### src/hw/rtl/icf_divider.sv
// icf_divider: restoring unsigned divider, one quotient bit per cycle
// no dependencies

module icf_divider #(
  parameter int NUM_W = 24,
  parameter int DEN_W = 13
) (
  input  logic             clk_i,
  input  logic             rst_ni,
  input  logic             start_i,
  input  logic [NUM_W-1:0] num_i,
  input  logic [DEN_W-1:0] den_i,
  output logic             done_o,
  output logic [NUM_W-1:0] quo_o
);

  localparam int CNT_W = $clog2(NUM_W + 1);

  logic [NUM_W-1:0] quo_q;
  logic [DEN_W:0]   rem_q;
  logic [DEN_W-1:0] den_q;
  logic [CNT_W-1:0] cnt_q;
  logic             busy_q;
  logic             done_q;
  logic [DEN_W:0]   rem_sh;
  logic [DEN_W+1:0] diff;

  // shift in the next dividend bit and trial subtract
  assign rem_sh = {rem_q[DEN_W-1:0], quo_q[NUM_W-1]};
  assign diff   = {1'b0, rem_sh} - {2'b00, den_q};

  always_ff @(posedge clk_i or negedge rst_ni) begin
    if (!rst_ni) begin
      busy_q <= 1'b0;
      done_q <= 1'b0;
      cnt_q  <= '0;
    end else begin
      done_q <= 1'b0;
      if (start_i) begin
        busy_q <= 1'b1;
        cnt_q  <= CNT_W'(NUM_W);
      end else if (busy_q) begin
        cnt_q <= cnt_q - 1'b1;
        if (cnt_q == CNT_W'(1)) begin
          busy_q <= 1'b0;
          done_q <= 1'b1;
        end
      end
    end
  end

  // datapath
  always_ff @(posedge clk_i) begin
    if (start_i) begin
      quo_q <= num_i;
      rem_q <= '0;
      den_q <= den_i;
    end else if (busy_q) begin
      if (!diff[DEN_W+1]) begin
        rem_q <= diff[DEN_W:0];
        quo_q <= {quo_q[NUM_W-2:0], 1'b1};
      end else begin
        rem_q <= rem_sh;
        quo_q <= {quo_q[NUM_W-2:0], 1'b0};
      end
    end
  end

  assign done_o = done_q;
  assign quo_o  = quo_q;

endmodule

### config.mk
export PLATFORM = sky130hd
export DESIGN_NAME = icf_divider
export DESIGN_NICKNAME = d
export VERILOG_FILES = /design/src/hw/rtl/icf_divider.sv
export SDC_FILE = /design/constraint.sdc
export NUM_CORES = 1
export LEC_CHECK = 0
export ABC_AREA = 1
export BUFFER_PORTS_ARGS = -buffer_cell sky130_fd_sc_hd__buf_2
export CAP_MARGIN = 20
export CORE_MARGIN = 5
export CORE_UTILIZATION = 30
export DETAILED_ROUTE_END_ITERATION = 16
export GPL_TIMING_DRIVEN = 0
export SETUP_SLACK_MARGIN = 0.05
export SLEW_MARGIN = 10
export SYNTH_ARGS = -nofsm -noshare
export SYNTH_HDL_FRONTEND = slang
export SYNTH_SLANG_ARGS = --single-unit
### constraint.sdc
create_clock -name clk_i -period 5.1 [get_ports clk_i]
set_input_delay 0.51 -clock clk_i [delete_from_list [all_inputs] [get_ports clk_i]]
set_output_delay 0.51 -clock clk_i [all_outputs]
set_load 0.01 [all_outputs]
After elaboration in Yosys (flattened, before gate mapping)
Cells that the tools add are included.
- bits in read-only memories: 0
- latch bits: 0
- flip-flop bits (word level): 57
- output and inout port bits: 25
- memories: 0
- logic and storage cells: 22
- bits in writable memories: 0
- bits of input ports: 40
- add/sub/neg operators: 2
- shifts and indexed selects: 0
- multiplexer cells: 12
- reduce and logical (&&, ||, !) cells: 1
- $mul: 0
- eq/ne operators: 1
- bitwise gates (word level): 0
- magnitude comparators: 0
- div/mod/pow operators: 0
- operators with widths (operator ; number):
    24-bit 2-to-1 mux ; 2
    14-bit by 13-bit subtractor with 15-bit output ; 1
    13-bit 2-to-1 mux ; 1
    5-bit 2-to-1 mux ; 2
    1-bit 2-to-1 mux ; 7
    5-bit by 1-bit equality test with 1-bit output (second input constant) ; 1
    5-bit by 1-bit subtractor with 5-bit output (second input constant) ; 1
    2-bit nonzero test ; 1

Logic depth before layout (Yosys ltp)
Gate-level depths: netlist of the first run.
- depth in word-level cells: 4
- depth in mapped cells: 12
- depth with buffers taken out: 12

Least setup slack after synthesis of the first run
No wires, ideal clock.
- path type: flip-flop to flip-flop
- start point: reg quo_q[23] (netlist: quo_o[23])
- end point: reg rem_q[3]
- clock period less this slack: 1.870 ns
- arrival time: 1.722 ns
- setup time: 0.148 ns
- stages on the path, launching flop included: 13
- data required time: 4.952 ns
- buffers on the path: 1
- setup slack: 3.230 ns
- cell sequence: edfxtp_1 -> inv_1 -> ha_1 -> fa_1 -> inv_1 -> nand2_1 -> nand3_2 -> nand2_4 -> nand2_4 -> buf_12 -> nand2_1 -> nand3_1 -> o21ai_1
- cells in the longest elaborated chain, start to end: 2
- ends and longest elaborated chain (element ; RTL line ; text):
    start, declared ; 19 ; logic [NUM_W-1:0] quo_q;
    start signal, assigned ; 55 ; quo_q <= num_i;
    start signal, assigned ; 61 ; quo_q <= {quo_q[NUM_W-2:0], 1'b1};
    start signal, assigned ; 64 ; quo_q <= {quo_q[NUM_W-2:0], 1'b0};
    14-bit by 13-bit subtractor with 15-bit output ; 30 ; assign diff = {1'b0, rem_sh} - {2'b00, den_q};
    13-bit 2-to-1 mux ; 59 ; if (!diff[DEN_W+1]) begin
    end signal, assigned ; 60 ; rem_q <= diff[DEN_W:0];
    end signal, assigned ; 63 ; rem_q <= rem_sh;
    end, declared ; 20 ; logic [DEN_W:0] rem_q;
Every way passes these cells.
A chain may end at the register's enable or synchronous reset.

Final worst setup path of the first run
- start point: reg quo_q[23] (netlist: quo_o[23])
- end point: reg rem_q[6]
The elaborated chain is that of the path after synthesis.

==> metrics.md, run 1 <==
| Metric | Value |
|---|---|
| Status | complete, no violations |
| ANT cells | 0 |
| Largest net degree at the start of global routing | 23 |
| Syn_nets | ~470 |
| Gr busiest metal | met2 |
| Vias | between 2000 and 3000 |
| Hold Fails Final Rpt | 0 |
| Share of power burned in registers | around 34% |
| Pwr dens | roughly 440 nW/um2 |
| Minimum clock period | 2060 ps |
| Worst setup path start | quo_o[23] |
| Top delay family on crit path | simple AND/OR/NAND/NOR gates |
| Sw Ratio | a little over a third |
| Critical path peak fanout | 10 |
| # rows | 38 |
| CP peak stage delay | 420 ps |
| Grt met1 use | between 10% and 20% |
| RD Place Congestion | 0.818 |
| Residual DRC count | 0 |
| Worst VDD drop | 0.178 mV |
| Hold_sp | den_i[7] |
| Int Pwr | ~1200 uW |
| CP cell instances | inv_1, ha_1, fa_1, inv_1, nand2_1, nand3_2, nand2_4, nand2_4, buf_12, nand2_1, nand3_1, nand2_1 |
| Slew HR | ~64% |
| Async SR Flop Fraction | roughly 12% |
| Clock slew at reported path FFs | approximately 70 ps |
| Area Overhead vs Synth | 23.7% |
| Root Driver | clkbuf_8 |
| Crit path DAT | approximately 2300 ps |
| GRT Total Usage | roughly 13% |
| CP Buf/Inv Count | 3 |
| Die height | approximately 110 um |
| Cell area after placement | around 3800 um2 |
| Top FF cell, synth | edfxtp_1 |
| Remaining antenna violation count | 0 |
| Psw | approximately 630 uW |
| Synth Register Bits | 57 |
| CTS tree | built |
| Met2 GRT Util | between 20% and 30% |
| CTS Buf Count | 9 |
| Setup TNS | 0 ps |
| Mapped cell area | approximately 3300 um2 |
| First-pass GRT wire length | 13400 um |
| Ports | 65 |
| Final Instance Area | 4060 um2 |
| DR WL/cell | between 10 and 15 um |
| CTS Buffer Depth | 2 |
| CP Class | reg -> reg |
| Most frequent CP cell | nand2_1 |
| Leakage power | around 0.0022 uW |
| Highest clock rate | a little under 500 MHz |
| Total wire length | about 7700 um |
| Worst R2R Start | quo_o[23] |
| Worst skew pair latency | 340 ps |
| Die W | between 100 and 150 um |
| Layout cells sized above 1 | 21.8% |
| Post_cts resized | 0 |
| M3 GR Usage | 4.55% |
| Worst path slowest cell | fa_1 |
| Vias in the first global route | just under 3000 |
| Sequential-to-total area share from yosys stat | a little under half |
| Via density | around 4.4 |
| Least-Margin Pin Slew | 540 ps |
| Logic pwr share | 36.6% |
| Post-synth cell types | 34 |
| Setup WS post-layout | ~3000 ps |
| Number of DRC markers in iteration 0 | between 100 and 150 |
| WHS | 341 ps |
| RSZ-0062 raised after global routing | false |
| Initial antenna violation count | 0 |
| Final setup viols | 0 |
| Core ar. | 10800 um2 |
| Grt total ovfl | 0 |
| Max-slew violations | 0 |
| EDFF count, synth | 37 |
| Filler instances | 1124 |
| IO buf count | 64 |
| Post-layout util | 37.6% |
| HPWL Detailed | ~6000 um |
| CTS H-tree lvls | 3 |
| Initial Util | 30.4% |
| Place WS | approximately 2700 ps |
| Skew final | ~11 ps |
| CP startpoint kind | flip-flop |
| Req. time, crit path | around 5300 ps |
| DR pass1 iterations | 4 |
| TritonCTS Sinks | 57 |
| Final #Nets | ~550 |
| Tcrit/Tclk final | roughly 40% |
| Post-Syn Area per Cell | ~7.9 um2 |
| Hold WC Path Type | in -> reg |
| Worst setup EP type | flip-flop |
| Clk network pwr share | 29.2% |
| Cell count after synthesis | 413 |
| Max cap viols | 0 |
| Die footprint | around 13000 um2 |
| Synth Warn # | 0 |
[cells in the final DEF (no fill, tap or decap), types with 7 or more instances in the layout]
cell type | synthesis | final
dfxtp_1 | 13 | 13
inv_1 | 68 | 68
edfxtp_1 | 37 | 37
nand3_2 | 8 | 8
nor2_1 | 13 | 13
ha_1 | 15 | 15
clkbuf_8 | 0 | 10
buf_2 | 2 | 66
dfrtp_1 | 7 | 7
nand2_1 | 162 | 162
nand3_1 | 32 | 32
[repair_timing]
| item | 4_1_cts | 5_1_grt |
|---|---|---|
| buffers inserted | 0 | 0 |
| hold endpoints to repair | 7 | 0 |
| hold buffers | 1 | 0 |
[synth_stat cells, types with 3 or more instances]
cell	count	area (um2)
nand2_1	162	608
inv_1	68	255
edfxtp_1	37	1110
nand3_1	32	160
ha_1	15	188
dfxtp_1	13	260
nor2_1	13	48.8
nand3_2	8	80.1
dfrtp_1	7	175
a21oi_1	5	25.0
inv_2	5	18.8
nand4_1	5	31.3
o21ai_1	5	25.0
clkbuf_1	4	15.0
o21ai_0	4	20.0
nand2_2	3	18.8
nand3b_1	3	22.5
[cells by family after synthesis]
family,Yosys count,synth area share (%)
flops,57,47.1
buf+inv,83,10.4
simple gates,235,31.9
compound gates,18,3.24
xor+xnor,4,1.07
fa+ha+maj,16,6.33
[sequential cells by signal (all words and copies together) (netlist names)]
register  count
quo_o        24
den_q        13
busy_q        1
done_o        1
cnt_q         5
rem_q        13
[per-stage QoR]
step | cells | power, uW
after floorplan | 413 | 1120
after global placement | 617 | 1260
after detailed placement | 618 | 1280
after CTS | 635 | 1810
after global routing | 635 | 1940
final | 635 | 1790
[power groups by stage]
stage,registers (uW),logic (uW),clock network [uW]
2_1_floorplan,622,498,0
3_3_place_gp,617,646,0
3_5_place_dp,620,658,0
4_1_cts,612,661,538
5_1_grt,621,756,563
6_report,612,656,523
[metal layers]
layer / up-vias / part of all wire (%)
met2: 83 / 46
met5: - / 0
met4: 0 / 1.8
met3: 13 / 7.8
li1: 1449 / -
met1: 1257 / 44
[cell type report]
cell class	instances	area, um2	share of cell area (%)
Sequential cell	57	1550	38.1
Multi-Input combinational cell	273	1400	34.4
Timing Repair Buffer	66	358	8.81
Inverter	74	278	6.84
Tap cell	140	175	4.31
Clock buffer	11	141	3.48
Clock inverter	5	103	2.53
Buffer	9	63.8	1.57
[worst paths after layout]
path,end,slack [ps],cells past startpoint
worst max-delay path,rem_q[6],3040,12
worst min-delay path,den_q[7],340,1
min in group asynchronous,cnt_q[0],520,2
worst min register to register,rem_q[10],470,2
max in group asynchronous,cnt_q[1],4410,2
worst max register to register,rem_q[6],3040,12
No activity file was read; power rests on OpenSTA's default activity.
==> run 2, diff against run 1 <==
--- a/config.mk
+++ b/config.mk
@@ -5,7 +5,7 @@
 export SDC_FILE = /design/constraint.sdc
 export NUM_CORES = 1
 export LEC_CHECK = 0
-export ABC_AREA = 1
+export ABC_AREA = 0
 export BUFFER_PORTS_ARGS = -buffer_cell sky130_fd_sc_hd__buf_2
 export CAP_MARGIN = 20
 export CORE_MARGIN = 5
==> constraint.sdc (replaced) <==
create_clock -name clk_i -period 2.1 [get_ports clk_i]
set_input_delay 0.21 -clock clk_i [delete_from_list [all_inputs] [get_ports clk_i]]
set_output_delay 0.21 -clock clk_i [all_outputs]
set_load 0.01 [all_outputs]
==> metrics.md, run 2 <==
| Metric | Value |
|---|---|
| ANT cells | 0 |
| Remaining antenna violation count | 0 |
| Minimum clock period | 2390 ps |
| CTS Buf Count | 9 |
| Reg2Reg Setup Slack | -290 ps |
| Slew HR | between 60% and 70% |
| TritonCTS Sinks | 57 |
| DR pass1 iterations | 4 |
| Die height | roughly 110 um |
| Final #Nets | ~400 |
| Largest net degree at the start of global routing | 25 |
| Top cells by area, synth | edfxtp_1 38%, mux2_2 9.2%, dfxtp_1 8.9% |
| Placed cell count | roughly 450 |
| Largest family of logic cells by synthesized area | compound AO/OA/AOI/OAI gates |
| Final Instance Area | 3900 um2 |
| Crit path DAT | 2640 ps |
| Clock slew at reported path FFs | around 80 ps |
| Most common cell in the netlist | edfxtp_1 |
| Grt total ovfl | 0 |
| Max-slew violations | 0 |
| Final non-filler cell total | 481 |
| CP Class | reg -> reg |
| Mapped cell area | 2940 um2 |
| Cell area after placement | about 3400 um2 |
| CTS Buffer Depth | 2 |
| Share of power burned in registers | between 40% and 50% |
| Number of DRC markers in iteration 0 | 72 |
| Layout cells sized above 1 | between 40% and 50% |
| Die W | between 100 and 150 um |
| Psw | 773 uW |
| Area Overhead vs Synth | 32.7% |
| Post-synth cell types | a little under 50 |
| Synth Area in Adders | 7.07% |
| RD Place Congestion | 0.742 |
| GRT Total Usage | roughly 11% |
| Filler instances | slightly below 1000 |
| Root Driver | clkbuf_8 |
| CP startpoint kind | flip-flop |
| Worst r2r dst | rem_q[5] |
| Logic pwr share | between 10% and 20% |
| Failing checks | setup timing |
| Total wire length | 6520 um |
| WHS | around 42 ps |
| Sw Ratio | a little over a quarter |
| Req. time, crit path | approximately 2400 ps |
| Pwr dens | approximately 730 nW/um2 |
| Most frequent cells in the layout | 65 x buf_2, 37 x edfxtp_1, 25 x nor2_1 |
| Area leader, netlist | edfxtp_1 |
| Xor/xnor share of the synthesized area | approximately 4.2% |
| Synth top area share | between 30% and 40% |
| Worst setup EP type | flip-flop |
| Vias in the first global route | ~2300 |
| Max cap viols | 0 |
| CTS tree | built |
| Ports | 65 |
| Async SR Flop Fraction | approximately an eighth |
| Final setup viols | 14 |
| Post-synth top cells | 37 x edfxtp_1, 25 x nor2_1, 24 x mux2_2, 20 x nand2_1, 19 x inv_1 |
| Hold Fails Final Rpt | 0 |
| Setup TNS | -3430 ps |
| Hold path depth | 1 |
| HPWL Detailed | 4590 um |
| DR WL/cell | between 10 and 15 um |
| Sequential-to-total area share from yosys stat | 52.6% |
| Synth Area in Simple Gates | 9.88% |
| Initial antenna violation count | 0 |
| Initial Util | between 30% and 40% |
| EDFF count, synth | 37 |
| # rows | 36 |
| Post-layout util | about two fifths |
| Worst R2R Start | quo_o[23] |
| Skew final | approximately 11 ps |
| Status | finished with violations |
| CTS H-tree lvls | 3 |
| Hold_sp | den_i[5] |
| Setup WS post-layout | -285 ps |
| Synth Register Bits | 57 |
| Top FF cell, synth | edfxtp_1 |
| Complex-gate fraction of the synthesized area | 12.0% |
| Largest register FFs | 24 |
| Post-Syn Area per Cell | ~12 um2 |
| Tcrit/Tclk final | 114% |
| Residual DRC count | 0 |
| Highest clock rate | 419 MHz |
| Worst skew pair latency | ~350 ps |
| Hold WC Path Type | in -> reg |
| Critical path peak fanout | 5 |
| Core ar. | 9680 um2 |
| RSZ-0062 raised after global routing | true |
| Int Pwr | between 2000 and 2500 uW |
| Cell count after synthesis | approximately 250 |
| Leakage power | ~0.0017 uW |
| Worst VDD drop | roughly 0.3 mV |
| Syn_nets | slightly above 300 |
| Vias | approximately 2200 |
| Reg2reg path depth | 10 |
| Clk network pwr share | a little over a third |
| Commonest non-fill, non-tap cell in the layout | buf_2 |
| Die footprint | roughly 12000 um2 |
| Min-Delay Endpoint | den_q[5] |
| Synth Warn # | 0 |
| Via density | between 4 and 5 |
| First-pass GRT wire length | approximately 10000 um |
| IO buf count | 64 |
| Least-Margin Pin Slew | between 500 and 600 ps |
| Multiplexer share of the synthesized area | 10.0% |
-- run 2: cell types whose count changed in the layout (fill, tap and decap cells not counted), sizes merged, moves of 4 or more --
cell / delta
xnor2: +9
o31ai: +4
a311oi: +6
buf: +13
nand2b: +7
o21ai: -7
nand3: -39
nor2: +8
a21oi: +6
a211oi: +4
nand2: -147
mux2: +25
inv: -54
nand4: -4
-- run 2: layout make-up --
type                            count  area [um2]  share of cell area, %
Multi-Input combinational cell    167        1420                   36.3
Inverter                           19        71.3                   1.83
Tap cell                          133         166                   4.27
Clock buffer                        9         124                   3.18
Timing Repair Buffer               78         443                   11.4
Clock inverter                      7        71.3                   1.83
Buffer                             11        60.1                   1.54
Sequential cell                    57        1550                   39.7
-- run 2: stage by stage --
stage	setup WS, ps	power [uW]
floorplan	-194	1660
global placement	-368	1800
detailed placement	-355	1810
CTS	-265	2870
global route	-389	3000
finish	-285	2860
-- run 2: cell families (layout without fill, tap and decap cells) --
| kind of cell | count (synthesis) | after routing |
|---|---|---|
| flip-flops | 57 | 57 |
| multiplexers | 26 | 26 |
| AO/OA/AOI/OAI | 47 | 47 |
| AND/OR/NAND/NOR | 64 | 64 |
| XOR/XNOR | 14 | 14 |
| adder cells (fa/ha/maj) | 16 | 16 |
| buffers and inverters | 30 | 124 |
-- run 2: worst max-delay path by stage --
stage,startpoint,end,slack [ps],cells past startpoint
final,quo_o[23],rem_q[5],-290,10
after global placement,quo_o[23],rem_q[5],-370,10
after CTS,quo_o[23],rem_q[0],-270,10
after floorplan,quo_o[23],rem_q[0],-190,10
after global routing,quo_o[23],rem_q[5],-390,10
after detailed placement,quo_o[23],rem_q[5],-360,10
-- run 2: per-layer routing --
metal / global-route usage (%) / wire length, um / vias up
met5: 0 / 0 / -
met4: 5.50 / 123 / 0
met3: 2.43 / 189 / 9
met2: 19.0 / 3350 / 33
met1: 13.9 / 2860 / 1060
li1: - / - / 1104
-- run 2: power by group through the flow --
stage               Combinational (uW)  Clock, uW  Sequential, uW
floorplan                          264          0            1400
global placement                   427          0            1380
detailed placement                 435          0            1380
CTS                                466       1050            1360
global route                       531       1100            1370
finish                             479       1020            1360
-- run 2: what timing repair did --
action                                  CTS  global route
gates cloned                              1             0
hold endpoints to repair                  7             0
buffers inserted                          9             3
pin swaps                                13            11
endpoints found under the setup margin   38            38
gates resized for setup                  18            16
hold buffers                              1             0
-- run 2: worst max-delay path: stages, from the launching register on --
cell	delay [ps]
edfxtp_1	410
inv_2	70
ha_4	160
fa_2	330
nand2b_4	150
a21o_4	230
a21oi_4	210
o31a_1	250
buf_6	150
nand2_2	50
a311oi_2	260
