[src/hw/rtl/icf_pkg.sv]
// icf_pkg: shared types, kernel tables and weight lookup for the image convolution filter
// no dependencies; used by the cells and the top level through scoped names

package icf_pkg;

  // fixed widths of the datapath
  localparam int KW        = 12;    // kernel weight width, signed
  localparam int SUM_W     = 24;    // accumulator width, signed
  localparam int NORM_W    = 13;    // normaliser width, signed
  localparam int ROW_W     = 10;    // line counter width
  localparam int MAX_LINES = 1024;  // lines per frame ceiling

  // register map
  localparam logic [1:0] REG_KSEL   = 2'd0;
  localparam logic [1:0] REG_NORM   = 2'd1;
  localparam logic [1:0] REG_WIDTH  = 2'd2;
  localparam logic [1:0] REG_HEIGHT = 2'd3;

  // kernels, column-major (entry column * size + row); 3x3 kernels use the first nine entries
  localparam logic signed [KW-1:0] KTAB [8][25] = '{
    '{12'sd0, 12'sd0, 12'sd0, 12'sd0, 12'sd1, 12'sd0, 12'sd0, 12'sd0, 12'sd0,
      12'sd0, 12'sd0, 12'sd0, 12'sd0, 12'sd0, 12'sd0, 12'sd0, 12'sd0, 12'sd0,
      12'sd0, 12'sd0, 12'sd0, 12'sd0, 12'sd0, 12'sd0, 12'sd0},
    '{12'sd1, 12'sd1, 12'sd1, 12'sd1, 12'sd1, 12'sd1, 12'sd1, 12'sd1, 12'sd1,
      12'sd0, 12'sd0, 12'sd0, 12'sd0, 12'sd0, 12'sd0, 12'sd0, 12'sd0, 12'sd0,
      12'sd0, 12'sd0, 12'sd0, 12'sd0, 12'sd0, 12'sd0, 12'sd0},
    '{12'sd5, 12'sd5, 12'sd5, 12'sd5, 12'sd5, 12'sd5, 12'sd5, 12'sd5, 12'sd5,
      12'sd5, 12'sd5, 12'sd5, 12'sd5, 12'sd5, 12'sd5, 12'sd5, 12'sd5, 12'sd5,
      12'sd5, 12'sd5, 12'sd5, 12'sd5, 12'sd5, 12'sd5, 12'sd5},
    '{12'sd0, -12'sd1, 12'sd0, -12'sd1, 12'sd5, -12'sd1, 12'sd0, -12'sd1, 12'sd0,
      12'sd0, 12'sd0, 12'sd0, 12'sd0, 12'sd0, 12'sd0, 12'sd0, 12'sd0, 12'sd0,
      12'sd0, 12'sd0, 12'sd0, 12'sd0, 12'sd0, 12'sd0, 12'sd0},
    '{12'sd0, 12'sd1, 12'sd0, 12'sd1, -12'sd4, 12'sd1, 12'sd0, 12'sd1, 12'sd0,
      12'sd0, 12'sd0, 12'sd0, 12'sd0, 12'sd0, 12'sd0, 12'sd0, 12'sd0, 12'sd0,
      12'sd0, 12'sd0, 12'sd0, 12'sd0, 12'sd0, 12'sd0, 12'sd0},
    '{12'sd5, 12'sd10, 12'sd20, 12'sd10, 12'sd5,
      12'sd10, 12'sd100, 12'sd200, 12'sd200, 12'sd10,
      12'sd20, 12'sd200, -12'sd1500, 12'sd200, 12'sd20,
      12'sd10, 12'sd100, 12'sd200, 12'sd100, 12'sd10,
      12'sd5, 12'sd10, 12'sd20, 12'sd10, 12'sd5},
    '{12'sd1, 12'sd4, 12'sd6, 12'sd4, 12'sd1,
      12'sd4, 12'sd16, 12'sd24, 12'sd16, 12'sd4,
      12'sd6, 12'sd24, -12'sd476, 12'sd24, 12'sd6,
      12'sd4, 12'sd16, 12'sd24, 12'sd16, 12'sd4,
      12'sd1, 12'sd4, 12'sd6, 12'sd4, 12'sd1},
    '{12'sd1, 12'sd4, 12'sd6, 12'sd4, 12'sd1,
      12'sd4, 12'sd16, 12'sd24, 12'sd16, 12'sd4,
      12'sd6, 12'sd24, 12'sd36, 12'sd24, 12'sd6,
      12'sd4, 12'sd16, 12'sd24, 12'sd16, 12'sd4,
      12'sd1, 12'sd4, 12'sd6, 12'sd4, 12'sd1}
  };

  localparam logic [2:0] KDIM [8] = '{3'd3, 3'd3, 3'd5, 3'd3, 3'd3, 3'd5, 3'd5, 3'd5};

  localparam logic signed [NORM_W-1:0] KNORM [8] = '{
    13'sd1, 13'sd9, 13'sd125, 13'sd1, 13'sd1, 13'sd1, -13'sd256, 13'sd256
  };

  // control handed from the sequencer to every window cell
  typedef struct packed {
    logic shift;  // take a new pixel in at the right end
    logic rot;    // rotate the row by one place during accumulation
  } cell_ctrl_t;

  // kernel selection after falling back to identity when it exceeds the window
  function automatic logic [2:0] eff_sel(input logic [2:0] sel, input int ks);
    logic [2:0] r;
    r = sel;
    if (int'(KDIM[sel]) > ks) r = 3'd0;
    return r;
  endfunction

  // weight seen by window row wr, column wc for the selected kernel
  function automatic logic signed [KW-1:0] kweight(input logic [2:0] sel, input int wr,
                                                  input int wc, input int ks);
    logic [2:0] sl;
    int         s;
    int         off;
    logic [4:0] idx;
    sl  = eff_sel(sel, ks);
    s   = int'(KDIM[sl]);
    off = ks - s;
    if (wr < off || wc < off) return '0;
    idx = 5'((wc - off) * s + (wr - off));
    return KTAB[sl][idx];
  endfunction

endpackage

[src/hw/rtl/icf_win_cell.sv]
// icf_win_cell: one window row; shifts in pixels and adds its weighted tap to the sum chain
// depends on icf_pkg

module icf_win_cell #(
  parameter int KS  = 5,
  parameter int ROW = 0
) (
  input  logic                                clk_i,
  input  logic                                rst_ni,
  input  icf_pkg::cell_ctrl_t                 ctrl_i,
  input  logic [7:0]                          pix_new_i,
  input  logic [2:0]                          ksel_i,
  input  logic [2:0]                          step_i,
  input  logic signed [icf_pkg::SUM_W-1:0]    psum_i,
  output logic signed [icf_pkg::SUM_W-1:0]    psum_o
);

  logic [7:0]                     pix_q [KS];
  logic signed [icf_pkg::KW-1:0]  weight;
  logic signed [icf_pkg::KW+8:0]  prod;

  // row shift on a new pixel, rotate during accumulation
  always_ff @(posedge clk_i or negedge rst_ni) begin
    if (!rst_ni) begin
      for (int i = 0; i < KS; i++) pix_q[i] <= '0;
    end else if (ctrl_i.shift) begin
      for (int i = 0; i < KS - 1; i++) pix_q[i] <= pix_q[i+1];
      pix_q[KS-1] <= pix_new_i;
    end else if (ctrl_i.rot) begin
      for (int i = 0; i < KS - 1; i++) pix_q[i] <= pix_q[i+1];
      pix_q[KS-1] <= pix_q[0];
    end
  end

  // weighted tap of the current column
  assign weight = icf_pkg::kweight(ksel_i, ROW, int'(step_i), KS);
  assign prod   = $signed({1'b0, pix_q[0]}) * weight;
  assign psum_o = psum_i + icf_pkg::SUM_W'(prod);

endmodule

[config.mk]
export PLATFORM = sky130hd
export DESIGN_NAME = icf_win_cell
export DESIGN_NICKNAME = d
export VERILOG_FILES = /design/src/hw/rtl/icf_pkg.sv /design/src/hw/rtl/icf_win_cell.sv
export SDC_FILE = /design/constraint.sdc
export NUM_CORES = 1
export LEC_CHECK = 0
export ABC_CLOCK_PERIOD_IN_PS = 8400
export BUFFER_PORTS_ARGS = -buffer_cell sky130_fd_sc_hd__buf_2
export CAP_MARGIN = 15
export CORE_MARGIN = 2
export CORE_UTILIZATION = 40
export DETAILED_ROUTE_END_ITERATION = 7
export GPL_TIMING_DRIVEN = 0
export PLACE_DENSITY = 0.64
export SLEW_MARGIN = 10
export SYNTH_ARGS = -nofsm -noshare
export SYNTH_HDL_FRONTEND = slang
export SYNTH_SLANG_ARGS = --single-unit
[constraint.sdc]
create_clock -name clk_i -period 8.4 [get_ports clk_i]
set_clock_uncertainty 0.2 [all_clocks]
set_input_delay 0 -clock clk_i [delete_from_list [all_inputs] [get_ports clk_i]]
set_output_delay 0 -clock clk_i [all_outputs]
set_load 0.005 [all_outputs]
Word level (Yosys, flattened, before mapping)
Memory sizes are Yosys's and may differ from the RTL's.
Index checks and enable logic that the tools add are counted.
{"block": "word_totals", "reg_bits": 40, "output_inout_bits": 24, "inputBits": 42, "mem_count": 3, "rom_bits": 2448, "elab_cells": 41}
{"block": "op_classes", "magnitude_cmp": 6, "add_sub_neg": 5, "muxes": 15, "bitwise_logic": 3, "n_reduce_logical": 2, "n_mul": 2}
{"memory": "(name not given)", "words": 8, "word_bits": 300, "read_ports": 1, "rd_ports_with_merged_regs": 0, "wr": 0, "line": "icf_pkg.sv:85", "text": "return KTAB[sl][idx];"}
{"memory": "(name not given)", "words": 8, "word_bits": 3, "read_ports": 1, "rd_ports_with_merged_regs": 0, "wr": 0, "line": "icf_pkg.sv:81", "text": "s = int'(KDIM[sl]);"}
{"memory": "(name not given)", "words": 8, "word_bits": 3, "read_ports": 1, "rd_ports_with_merged_regs": 0, "wr": 0, "line": "icf_pkg.sv:69", "text": "if (int'(KDIM[sel]) > ks) r = 3'd0;"}
{"cell": "$mux W300", "n": 2}
{"cell": "$mux W40", "n": 2}
{"cell": "$bmux W12 S5", "n": 1}
{"cell": "$mux W12", "n": 4}
{"cell": "$add A24 B21 Y24", "n": 1}
{"cell": "$mul A9 B12 Y21", "n": 1}
{"cell": "$mux W3", "n": 5}
{"cell": "$ge A4 B4 Y1 const B", "n": 2}
{"cell": "$not A3 Y4", "n": 2}
{"cell": "$ge A6 B6 Y1 const B", "n": 1}
{"cell": "$not A5 Y6", "n": 1}
{"cell": "$add A5 B5 Y5", "n": 1}
{"cell": "$mul A5 B4 Y5", "n": 1}
{"cell": "$sub A1 B4 Y5 const A", "n": 1}
{"cell": "$sub A4 B4 Y5", "n": 1}
{"cell": "$lt A1 B4 Y1 const A", "n": 1}
{"cell": "$lt A4 B4 Y1", "n": 1}
{"cell": "$sub A3 B3 Y4 const A", "n": 1}
{"cell": "$gt A3 B3 Y1 const B", "n": 1}
{"cell": "$reduce_bool A2 Y1", "n": 1}
{"cell": "$logic_or A1 B1 Y1", "n": 1}
{"cell": "$mux W1", "n": 1}

Depth between registers and ports, before layout
Gate-level depths: netlist of the first run.
{"block": "logic_depth", "ltp_word": 21, "ltp_mapped": 38}

Least setup slack after synthesis of the first run
No wires, ideal clock.
{"block": "synth_path", "path_kind": "input port to output port", "startpoint": "input ksel_i[2]", "endpoint": "output psum_o[22] (netlist name)", "t_required_ps": 8200, "arrival_ps": 8204, "cell_stages": 35, "setup_slack_ps": -4, "path_cell_list": "nand2_1 -> o21ai_4 -> inv_2 -> ha_1 -> inv_1 -> ha_1 -> nand2_1 -> fa_1 -> fa_1 -> fa_1 -> xnor2_1 -> xnor3_2 -> xnor2_4 -> buf_4 -> nor2_1 -> a31oi_2 -> nor2_1 -> fa_1 -> inv_1 -> fa_1 -> inv_1 -> fa_1 -> fa_1 -> inv_1 -> fa_1 -> inv_1 -> ha_1 -> clkbuf_1 -> nand4_1 -> nor4b_1 -> nor3_1 -> a21o_1 -> o211a_1 -> o211a_1 -> a211o_1"}
{"block": "synth_via", "elab_chain_cells": 21, "word_cells_on_any_way": 29, "cone_classes": "add/sub (5); mul (2); order compare (3); mux (12); bitwise (3); reduce/logical (1); memory (3)"}
{"element": "from (decl)", "line": "icf_win_cell.sv:12", "text": "input logic [2:0] ksel_i,"}
{"element": "$not A3 Y4 (implied by the code)", "line": "icf_pkg.sv:69"}
{"element": "$mem_v2 Z8 W3"}
{"element": "$mux W3 (implied by the code) (2 in series)", "line": "icf_pkg.sv:69"}
{"element": "$gt A3 B3 Y1", "line": "icf_pkg.sv:69"}
{"element": "$mux W3 *", "line": "icf_pkg.sv:69"}
{"element": "$not A3 Y4 (implied by the code) *", "line": "icf_pkg.sv:81, icf_pkg.sv:85"}
{"element": "$mem_v2 Z8 W3"}
{"element": "$mux W3 (implied by the code) (2 in series)", "line": "icf_pkg.sv:81"}
{"element": "(+2 left out)"}
{"element": "$mul A5 B4 Y5", "line": "icf_pkg.sv:84", "text": "idx = 5'((wc - off) * s + (wr - off));"}
{"element": "$add A5 B5 Y5", "line": "icf_pkg.sv:84"}
{"element": "$not A5 Y6 (implied by the code)", "line": "icf_pkg.sv:85"}
{"element": "$bmux W12 S5", "line": "icf_pkg.sv:85"}
{"element": "$mux W12 (implied by the code) (2 in series)", "line": "icf_pkg.sv:85"}
{"element": "$mux W12 *", "line": "icf_pkg.sv:84"}
{"element": "$mul A9 B12 Y21 *", "line": "icf_win_cell.sv:37", "text": "assign prod = $signed({1'b0, pix_q[0]}) * weight;"}
{"element": "$add A24 B21 Y24 *", "line": "icf_win_cell.sv:38", "text": "assign psum_o = psum_i + icf_pkg::SUM_W'(prod);"}
{"element": "to (decl)", "line": "icf_win_cell.sv:15", "text": "output logic signed [icf_pkg::SUM_W-1:0] psum_o"}
Mark *: on every way between the ends. The rest lies on a longest branch, timed or not. The select of a mux whose other input is x is not followed.

Worst setup path in the final report of the first run
{"block": "layout_path", "startpoint": "input ksel_i[0]", "endpoint": "output psum_o[22] (netlist name)"}
The elaborated chain is that of the path after synthesis.

==> flow_metrics.env, run 1 <==
export IMPL_netlist_area_mm2=0.007342
export IMPL_netlist_area_leader_share_pct=28.63
export IMPL_crit_type="in2out"
export IMPL_power_leakage_nw=4.562
export IMPL_die_area_mm2=0.01945
export IMPL_crit_family="adder cells"
export IMPL_gp_congestion=0.8847
export IMPL_share_seq_of_total_power_pct=10.3
export IMPL_start_util_pct=40.87
export IMPL_portBuffers=63
export IMPL_die_y_um=139.5
export IMPL_power_switching_mw=1.204
export IMPL_place_ws_ps=-1238
export IMPL_hold_viol_final=0
export IMPL_clockRootBuffer="clkbuf_16"
export IMPL_setup_viol_count_final=0
export IMPL_synthFlopType="dfrtp_1"
export IMPL_cp_slowest_cell="fa_1"
export IMPL_path_buf_inv=8
export IMPL_switching_share_pct=46.60
export IMPL_worst_pin_slew_ps=997.2
export IMPL_grt_pass1_vias=5849
export IMPL_hpwlAfterDp_um=13180
export IMPL_gr_total_overflow=0
export IMPL_vias_per_cell=5.164
export IMPL_fin_cells=1162
export IMPL_design_portCount=66
export IMPL_core_mm2=0.01796
export IMPL_antenna_found_initial=0
export IMPL_n_antenna_cell=0
export IMPL_period_share_pct=99.96
export IMPL_drc=0
export IMPL_numCtsBuffers=5
export IMPL_rr_worst_depth=4
export IMPL_grt_pass1_wl_um=28760
export IMPL_netlist_instances=810
export IMPL_yosys_area_top_type="fa_1"
export IMPL_crit_path_max_incr_delay_ps=540
export IMPL_nets=1148
export IMPL_die_w_um=139.5
export IMPL_p_comb_share_pct=83.0
export IMPL_status="completed"
export IMPL_fmax_mhz=119.1
export IMPL_reg_top3="pix_q: 40 flops"
export IMPL_place_inst=1103
export IMPL_fin_crit_ps=8397
export IMPL_top_register="pix_q"
export IMPL_layout_drive_gt1_share_pct=26.37
export IMPL_ys_types=66
export IMPL_ys_seq_area_share_pct=13.63
export IMPL_slew_headroom_pct=33.01
export IMPL_hold_slack_ps=57.11
export IMPL_cts_sinks=40
export IMPL_intPower_mw=1.380
export IMPL_cts_buffer_depth=2
export IMPL_required_ps=8200
export IMPL_synth_edf_count=0
export IMPL_critPathCaptureType="output pin"
export IMPL_drt_initial_drc_count=281
export IMPL_rsz0062_at_grt="true"
export IMPL_power_density_mw_per_mm2=283.4
export IMPL_cp_start_kind="input pin"
export IMPL_min_path_type="in2reg"
export IMPL_whs_path_depth=3
export IMPL_final_util_pct=50.75
export IMPL_ant_nets=0
export IMPL_maxCapViolCount=0
export IMPL_yosys_warnings=0
export IMPL_cts_tree="done"
export IMPL_peakVddDrop_mv=0.3994
export IMPL_wl_per_cell_um=14.84
export IMPL_synth_area_leaders="fa_1 (29%), dfrtp_1 (14%), ha_1 (12%)"
export IMPL_path_max_fanout=6
export IMPL_crit_cells=35
export IMPL_pwr_share_clk_pct=6.7
export IMPL_syn_area_per_cell_um2=9.064
export IMPL_power_total_mw=2.583
export IMPL_vias=6001
export IMPL_synthArstFlopShare_pct=100.0
export IMPL_grt_max_degree=41
export IMPL_syn_to_final_growth_pct=24.16
export IMPL_cp_arrival_ps=8200
export IMPL_num_rows=49
export IMPL_synth_seq_cells=40
export IMPL_largest_reg_flops=40
export IMPL_slew_viol_final=0
export IMPL_setup_ws_ps=3.473
export IMPL_cp_common_cell="fa_1"
export IMPL_htree_levels=2
export IMPL_worstSkewPairLatency_ps=270
export IMPL_routed_wl_um=17250
export IMPL_clkTransAtPathRegs_ps=50
export IMPL_dr_pass1_iters=4
export IMPL_grt_usage_pct=17.72
final cells by class:
| class | count | area [um^2] |
|---|---|---|
| buffer | 26 | 136.4 |
| clock buffer | 6 | 128.9 |
| clock inverter | 1 | 5.005 |
| timing repair buffer | 117 | 830.8 |
| multi-input combinational | 596 | 6163 |
| sequential | 40 | 1001 |
| fill | 1663 | 8847 |
| inverter | 147 | 564.3 |
| tap | 229 | 286.5 |
cells by family after synthesis:
group	Yosys count	synth area share, %
other cells	1	0.05108
mux	46	7.158
buf+inv	175	9.202
compound gates	124	11.50
fa+ha+maj	173	40.22
simple gates	224	14.45
xor+xnor	27	3.783
flops	40	13.63
synthesized netlist by cell type (4+ instances only):
cell type	number
xnor2_1	13
o21a_1	5
a21o_1	7
a31oi_1	4
ha_1	68
nor2_1	67
o31ai_1	5
buf_2	5
a211oi_1	4
and2_1	14
inv_1	145
nor3_1	11
clkbuf_1	17
fa_1	105
nand2b_1	20
mux2_2	32
and3_1	7
nand3_1	15
dfrtp_1	40
o21ai_0	30
mux2i_1	12
xor2_1	11
a21oi_1	30
nand2_1	62
nor2b_1	12
a21oi_2	4
o211ai_1	4
routing by layer:
layer	track usage (%)	share of wire [%]
met1	25.93	46
met2	29.85	49
met3	1.411	4.9
met4	1.914	0.52
met5	0	0
repair_timing:
action,in CTS,in global routing
hold endpoints to repair,48,0
pin swaps,38,38
endpoints found under the setup margin,17,16
resized for setup,73,64
hold buffers,15,0
buffers inserted,27,13
cloned,0,0
worst register-to-register path: cells and delay by family (launching register included):
| family | cells | cell delay [ps] |
|---|---|---|
| buffers and inverters | 2 | 780 |
| multiplexers | 1 | 170 |
| AO/OA/AOI/OAI | 1 | 100 |
| flip-flops | 1 | 350 |
stage by stage:
| stage | setup TNS [ps] | area [um^2] |
|---|---|---|
| finish | 0 | 9116 |
| global route | -1444 | 9116 |
| CTS | -260.3 | 8801 |
| detailed placement | -13430 | 7948 |
| global placement | -13050 | 7948 |
| floorplan | 0 | 7346 |
layout by cell type, fill, tap and decap left out, types with 4 or more instances in the layout:
master	synthesis	routed
nor2_2	0	4
buf_2	5	65
buf_4	1	31
nand2_2	1	6
xnor2_1	13	11
o21ai_2	0	4
fa_1	105	100
dlygate4sd3_1	0	15
inv_2	2	9
nor2b_1	12	12
mux2_2	32	32
xor2_1	11	11
clkbuf_16	0	5
mux2i_1	12	12
nand2_1	62	55
dfrtp_1	40	40
a21o_1	7	7
buf_6	1	10
ha_4	0	13
o21ai_0	30	23
nor3_1	11	10
o21a_1	5	4
and3_1	7	6
a21oi_1	30	25
nor2_1	67	62
nand2b_1	20	17
o211ai_1	4	4
nand3_1	15	13
a31oi_1	4	4
inv_1	145	135
and2_1	14	14
a21oi_2	4	6
clkbuf_1	17	13
fa_2	0	5
ha_1	68	54
worst paths after layout:
path	start	endpoint	slack (ps)
min in group asynchronous	rst_ni	pix_q[20]	170
max in group asynchronous	rst_ni	pix_q[15]	7290
worst min register to register	pix_q[24]	pix_q[32]	290
worst max register to register	pix_q[36]	pix_q[4]	6680
worst min-delay path	ctrl_i[1]	pix_q[10]	60
worst max-delay path	ksel_i[0]	psum_o[22]	3
power by group through the flow:
stage	registers, mW	logic [mW]	clock network, mW
finish	0.267	2.14	0.173
global route	0.272	2.34	0.186
CTS	0.266	1.95	0.177
detailed placement	0.270	1.53	0
global placement	0.268	1.52	0
floorplan	0.254	1.11	0
Note: power is estimated with default switching activity, not from simulation.
==> inputs of run 2 (changes only) <==
--- a/config.mk
+++ b/config.mk
@@ -9,10 +9,10 @@
 export BUFFER_PORTS_ARGS = -buffer_cell sky130_fd_sc_hd__buf_2
 export CAP_MARGIN = 15
 export CORE_MARGIN = 2
-export CORE_UTILIZATION = 40
+export CORE_UTILIZATION = 53
 export DETAILED_ROUTE_END_ITERATION = 7
 export GPL_TIMING_DRIVEN = 0
-export PLACE_DENSITY = 0.64
+export PLACE_DENSITY = 0.79
 export SLEW_MARGIN = 10
 export SYNTH_ARGS = -nofsm -noshare
 export SYNTH_HDL_FRONTEND = slang
==> run 2 against run 1 <==
  * The flow now finishes with violations (negative setup slack)
  * Total power is 5.1% higher
  * Cell count is 3.8% lower
  * Clock power is 32% higher
  * First-iteration DRC count is 51% higher
  * Largest cell class unchanged
  * Largest power group unchanged
==> flow_metrics.env, run 2 (synthesis gave the netlist of run 1 again) <==
export IMPL_die_area_mm2=0.01481
export IMPL_met2_usage_pct=43.61
export IMPL_rrSetupSlack_ps=6530
export IMPL_slew_viol_final=0
export IMPL_fin_crit_ps=8578
export IMPL_switching_share_pct=46.24
export IMPL_path_buf_inv=6
export IMPL_mostFrequentLayoutCell="inv_1"
export IMPL_crit_type="in2out"
export IMPL_worst_pin_slew_ps=1020
export IMPL_crit_path_start="ksel_i[0]"
export IMPL_busiest_layer="met2"
export IMPL_endpoint="psum_o[22]"
export IMPL_r2r_start="pix_q[36]"
export IMPL_grt_use_met3_pct=3.699
export IMPL_n_antenna_cell=0
export IMPL_required_ps=8200
export IMPL_cp_arrival_ps=8380
export IMPL_htree_levels=2
export IMPL_crit_cells=32
export IMPL_slew_headroom_pct=31.45
export IMPL_power_leakage_nw=4.611
export IMPL_cp_common_cell="fa_1"
export IMPL_nets=1152
export IMPL_dr_pass1_iters=5
export IMPL_maxCapViolCount=0
export IMPL_clkTransAtPathRegs_ps=60
export IMPL_crit_family="adder cells"
export IMPL_cts_buffer_depth=2
export IMPL_syn_to_final_growth_pct=24.37
export IMPL_start_util_pct=53.52
export IMPL_grt_max_degree=41
export IMPL_setup_ws_ps=-178.1
export IMPL_setup_viol_count_final=5
export IMPL_cp_slowest_cell="fa_1"
export IMPL_vias_per_cell=5.564
export IMPL_period_share_pct=102.1
export IMPL_grt_pass1_wl_um=30410
export IMPL_whs_path_depth=3
export IMPL_hold_slack_ps=59.42
export IMPL_layout_drive_gt1_share_pct=27.40
export IMPL_cts_tree="done"
export IMPL_hpwlAfterDp_um=13040
export IMPL_hold_viol_final=0
export IMPL_intPower_mw=1.460
export IMPL_reg_top3="pix_q: 40 flops"
export IMPL_rsz0062_at_grt="true"
export IMPL_crit_path_max_incr_delay_ps=590
export IMPL_largest_reg_flops=40
export IMPL_grt_pass1_vias=6309
export IMPL_regArea_mm2=0.001001
export IMPL_gp_congestion=0.9280
export IMPL_power_switching_mw=1.256
export IMPL_status="complete, but fails checks"
export IMPL_worstSkewPairLatency_ps=270
export IMPL_grt_use_met1_pct=34.50
export IMPL_wl_per_cell_um=16.77
export IMPL_clockRootBuffer="clkbuf_16"
export IMPL_design_portCount=66
export IMPL_worstHoldStart="ctrl_i[1]"
export IMPL_drc=0
export IMPL_top_register="pix_q"
export IMPL_critPathCaptureType="output pin"
export IMPL_share_seq_of_total_power_pct=10.0
export IMPL_ant_nets=0
export IMPL_r2r_end="pix_q[4]"
export IMPL_power_density_mw_per_mm2=297.4
export IMPL_nFillCells=1007
export IMPL_pwr_share_clk_pct=8.4
export IMPL_core_mm2=0.01372
export IMPL_final_cell_mix="inv_1 (138), fa_1 (98), buf_2 (67)"
export IMPL_routed_wl_um=18750
export IMPL_multiInputGateArea_mm2=0.006177
export IMPL_grt_usage_pct=25.37
export IMPL_cp_start_kind="input pin"
export IMPL_min_path_type="in2reg"
export IMPL_die_w_um=121.7
export IMPL_die_y_um=121.7
export IMPL_numCtsBuffers=5
export IMPL_portBuffers=63
export IMPL_fmax_mhz=116.6
export IMPL_p_comb_share_pct=81.6
export IMPL_vias=6221
export IMPL_num_rows=43
export IMPL_peakVddDrop_mv=0.1785
export IMPL_gr_total_overflow=0
export IMPL_drt_initial_drc_count=424
export IMPL_path_max_fanout=5
export IMPL_cts_sinks=40
export IMPL_rr_worst_depth=4
export IMPL_violations="negative setup slack"
export IMPL_antenna_found_initial=0
export IMPL_power_total_mw=2.716
run 2: changes by cell type in the layout (fill, tap and decap cells not counted), sizes merged:
cell / before / now
clkbuf: 24 / 23
bufinv: 0 / 1
clkinv: 1 / 0
buf: 110 / 116
run 2: layout make-up:
| type | instances | area share, % |
|---|---|---|
| clock inverters | 1 | 0.3289 |
| repair buffers | 121 | 9.331 |
| multi-input cells | 596 | 67.65 |
| clock buffers | 7 | 1.672 |
| flip-flops and latches | 40 | 10.96 |
| well taps | 180 | 2.466 |
| plain buffers | 26 | 1.439 |
| inverters | 147 | 6.152 |
run 2: per-layer routing:
| layer | vias up | wire length (um) |
|---|---|---|
| li1 | 2876 | - |
| met1 | 3078 | 8062 |
| met2 | 234 | 9332 |
| met3 | 33 | 994 |
| met4 | 0 | 356 |
| met5 | - | 0 |
run 2: worst min path at each step:
| stage | slack (ps) | end |
|---|---|---|
| after floorplan | -500 | pix_q[0] |
| after global placement | -50 | pix_q[36] |
| after detailed placement | -40 | pix_q[36] |
| after CTS | 40 | pix_q[10] |
| after global routing | 90 | pix_q[10] |
| final | 60 | pix_q[10] |
run 2: power groups by stage:
| stage | clock [mW] | sequential, mW | combinational [mW] |
|---|---|---|---|
| after floorplan | 0 | 0.254 | 1.11 |
| after global placement | 0 | 0.269 | 1.49 |
| after detailed placement | 0 | 0.272 | 1.52 |
| after CTS | 0.228 | 0.270 | 1.91 |
| after global routing | 0.236 | 0.276 | 2.41 |
| final | 0.228 | 0.271 | 2.22 |
run 2: what timing repair did:
| item | CTS | global route |
|---|---|---|
| setup endpoints to repair | 17 | 14 |
| pin swaps | 43 | 49 |
| hold endpoints to repair | 48 | 0 |
| gates resized for setup | 68 | 68 |
| hold buffers | 15 | 0 |
| setup buffers | 25 | 18 |
run 2: per-stage QoR:
step	setup TNS (ps)	area (um^2)	util (%)	instances	setup slack [ps]
after detailed placement	-12410	7886	57.48	1054	-1183
after floorplan	0	7346	-	811	23.69
after global routing	-4164	9131	66.56	1118	-537.6
after global placement	-11680	7886	57.48	1054	-1146
after CTS	-426.8	8728	63.62	1101	-129.3
final	-448.3	9131	66.56	1118	-178.1
run 2: worst min-delay path, stage by stage:
cell	delay, ps
buf_2	160
nor2_1	110
mux2_2	230
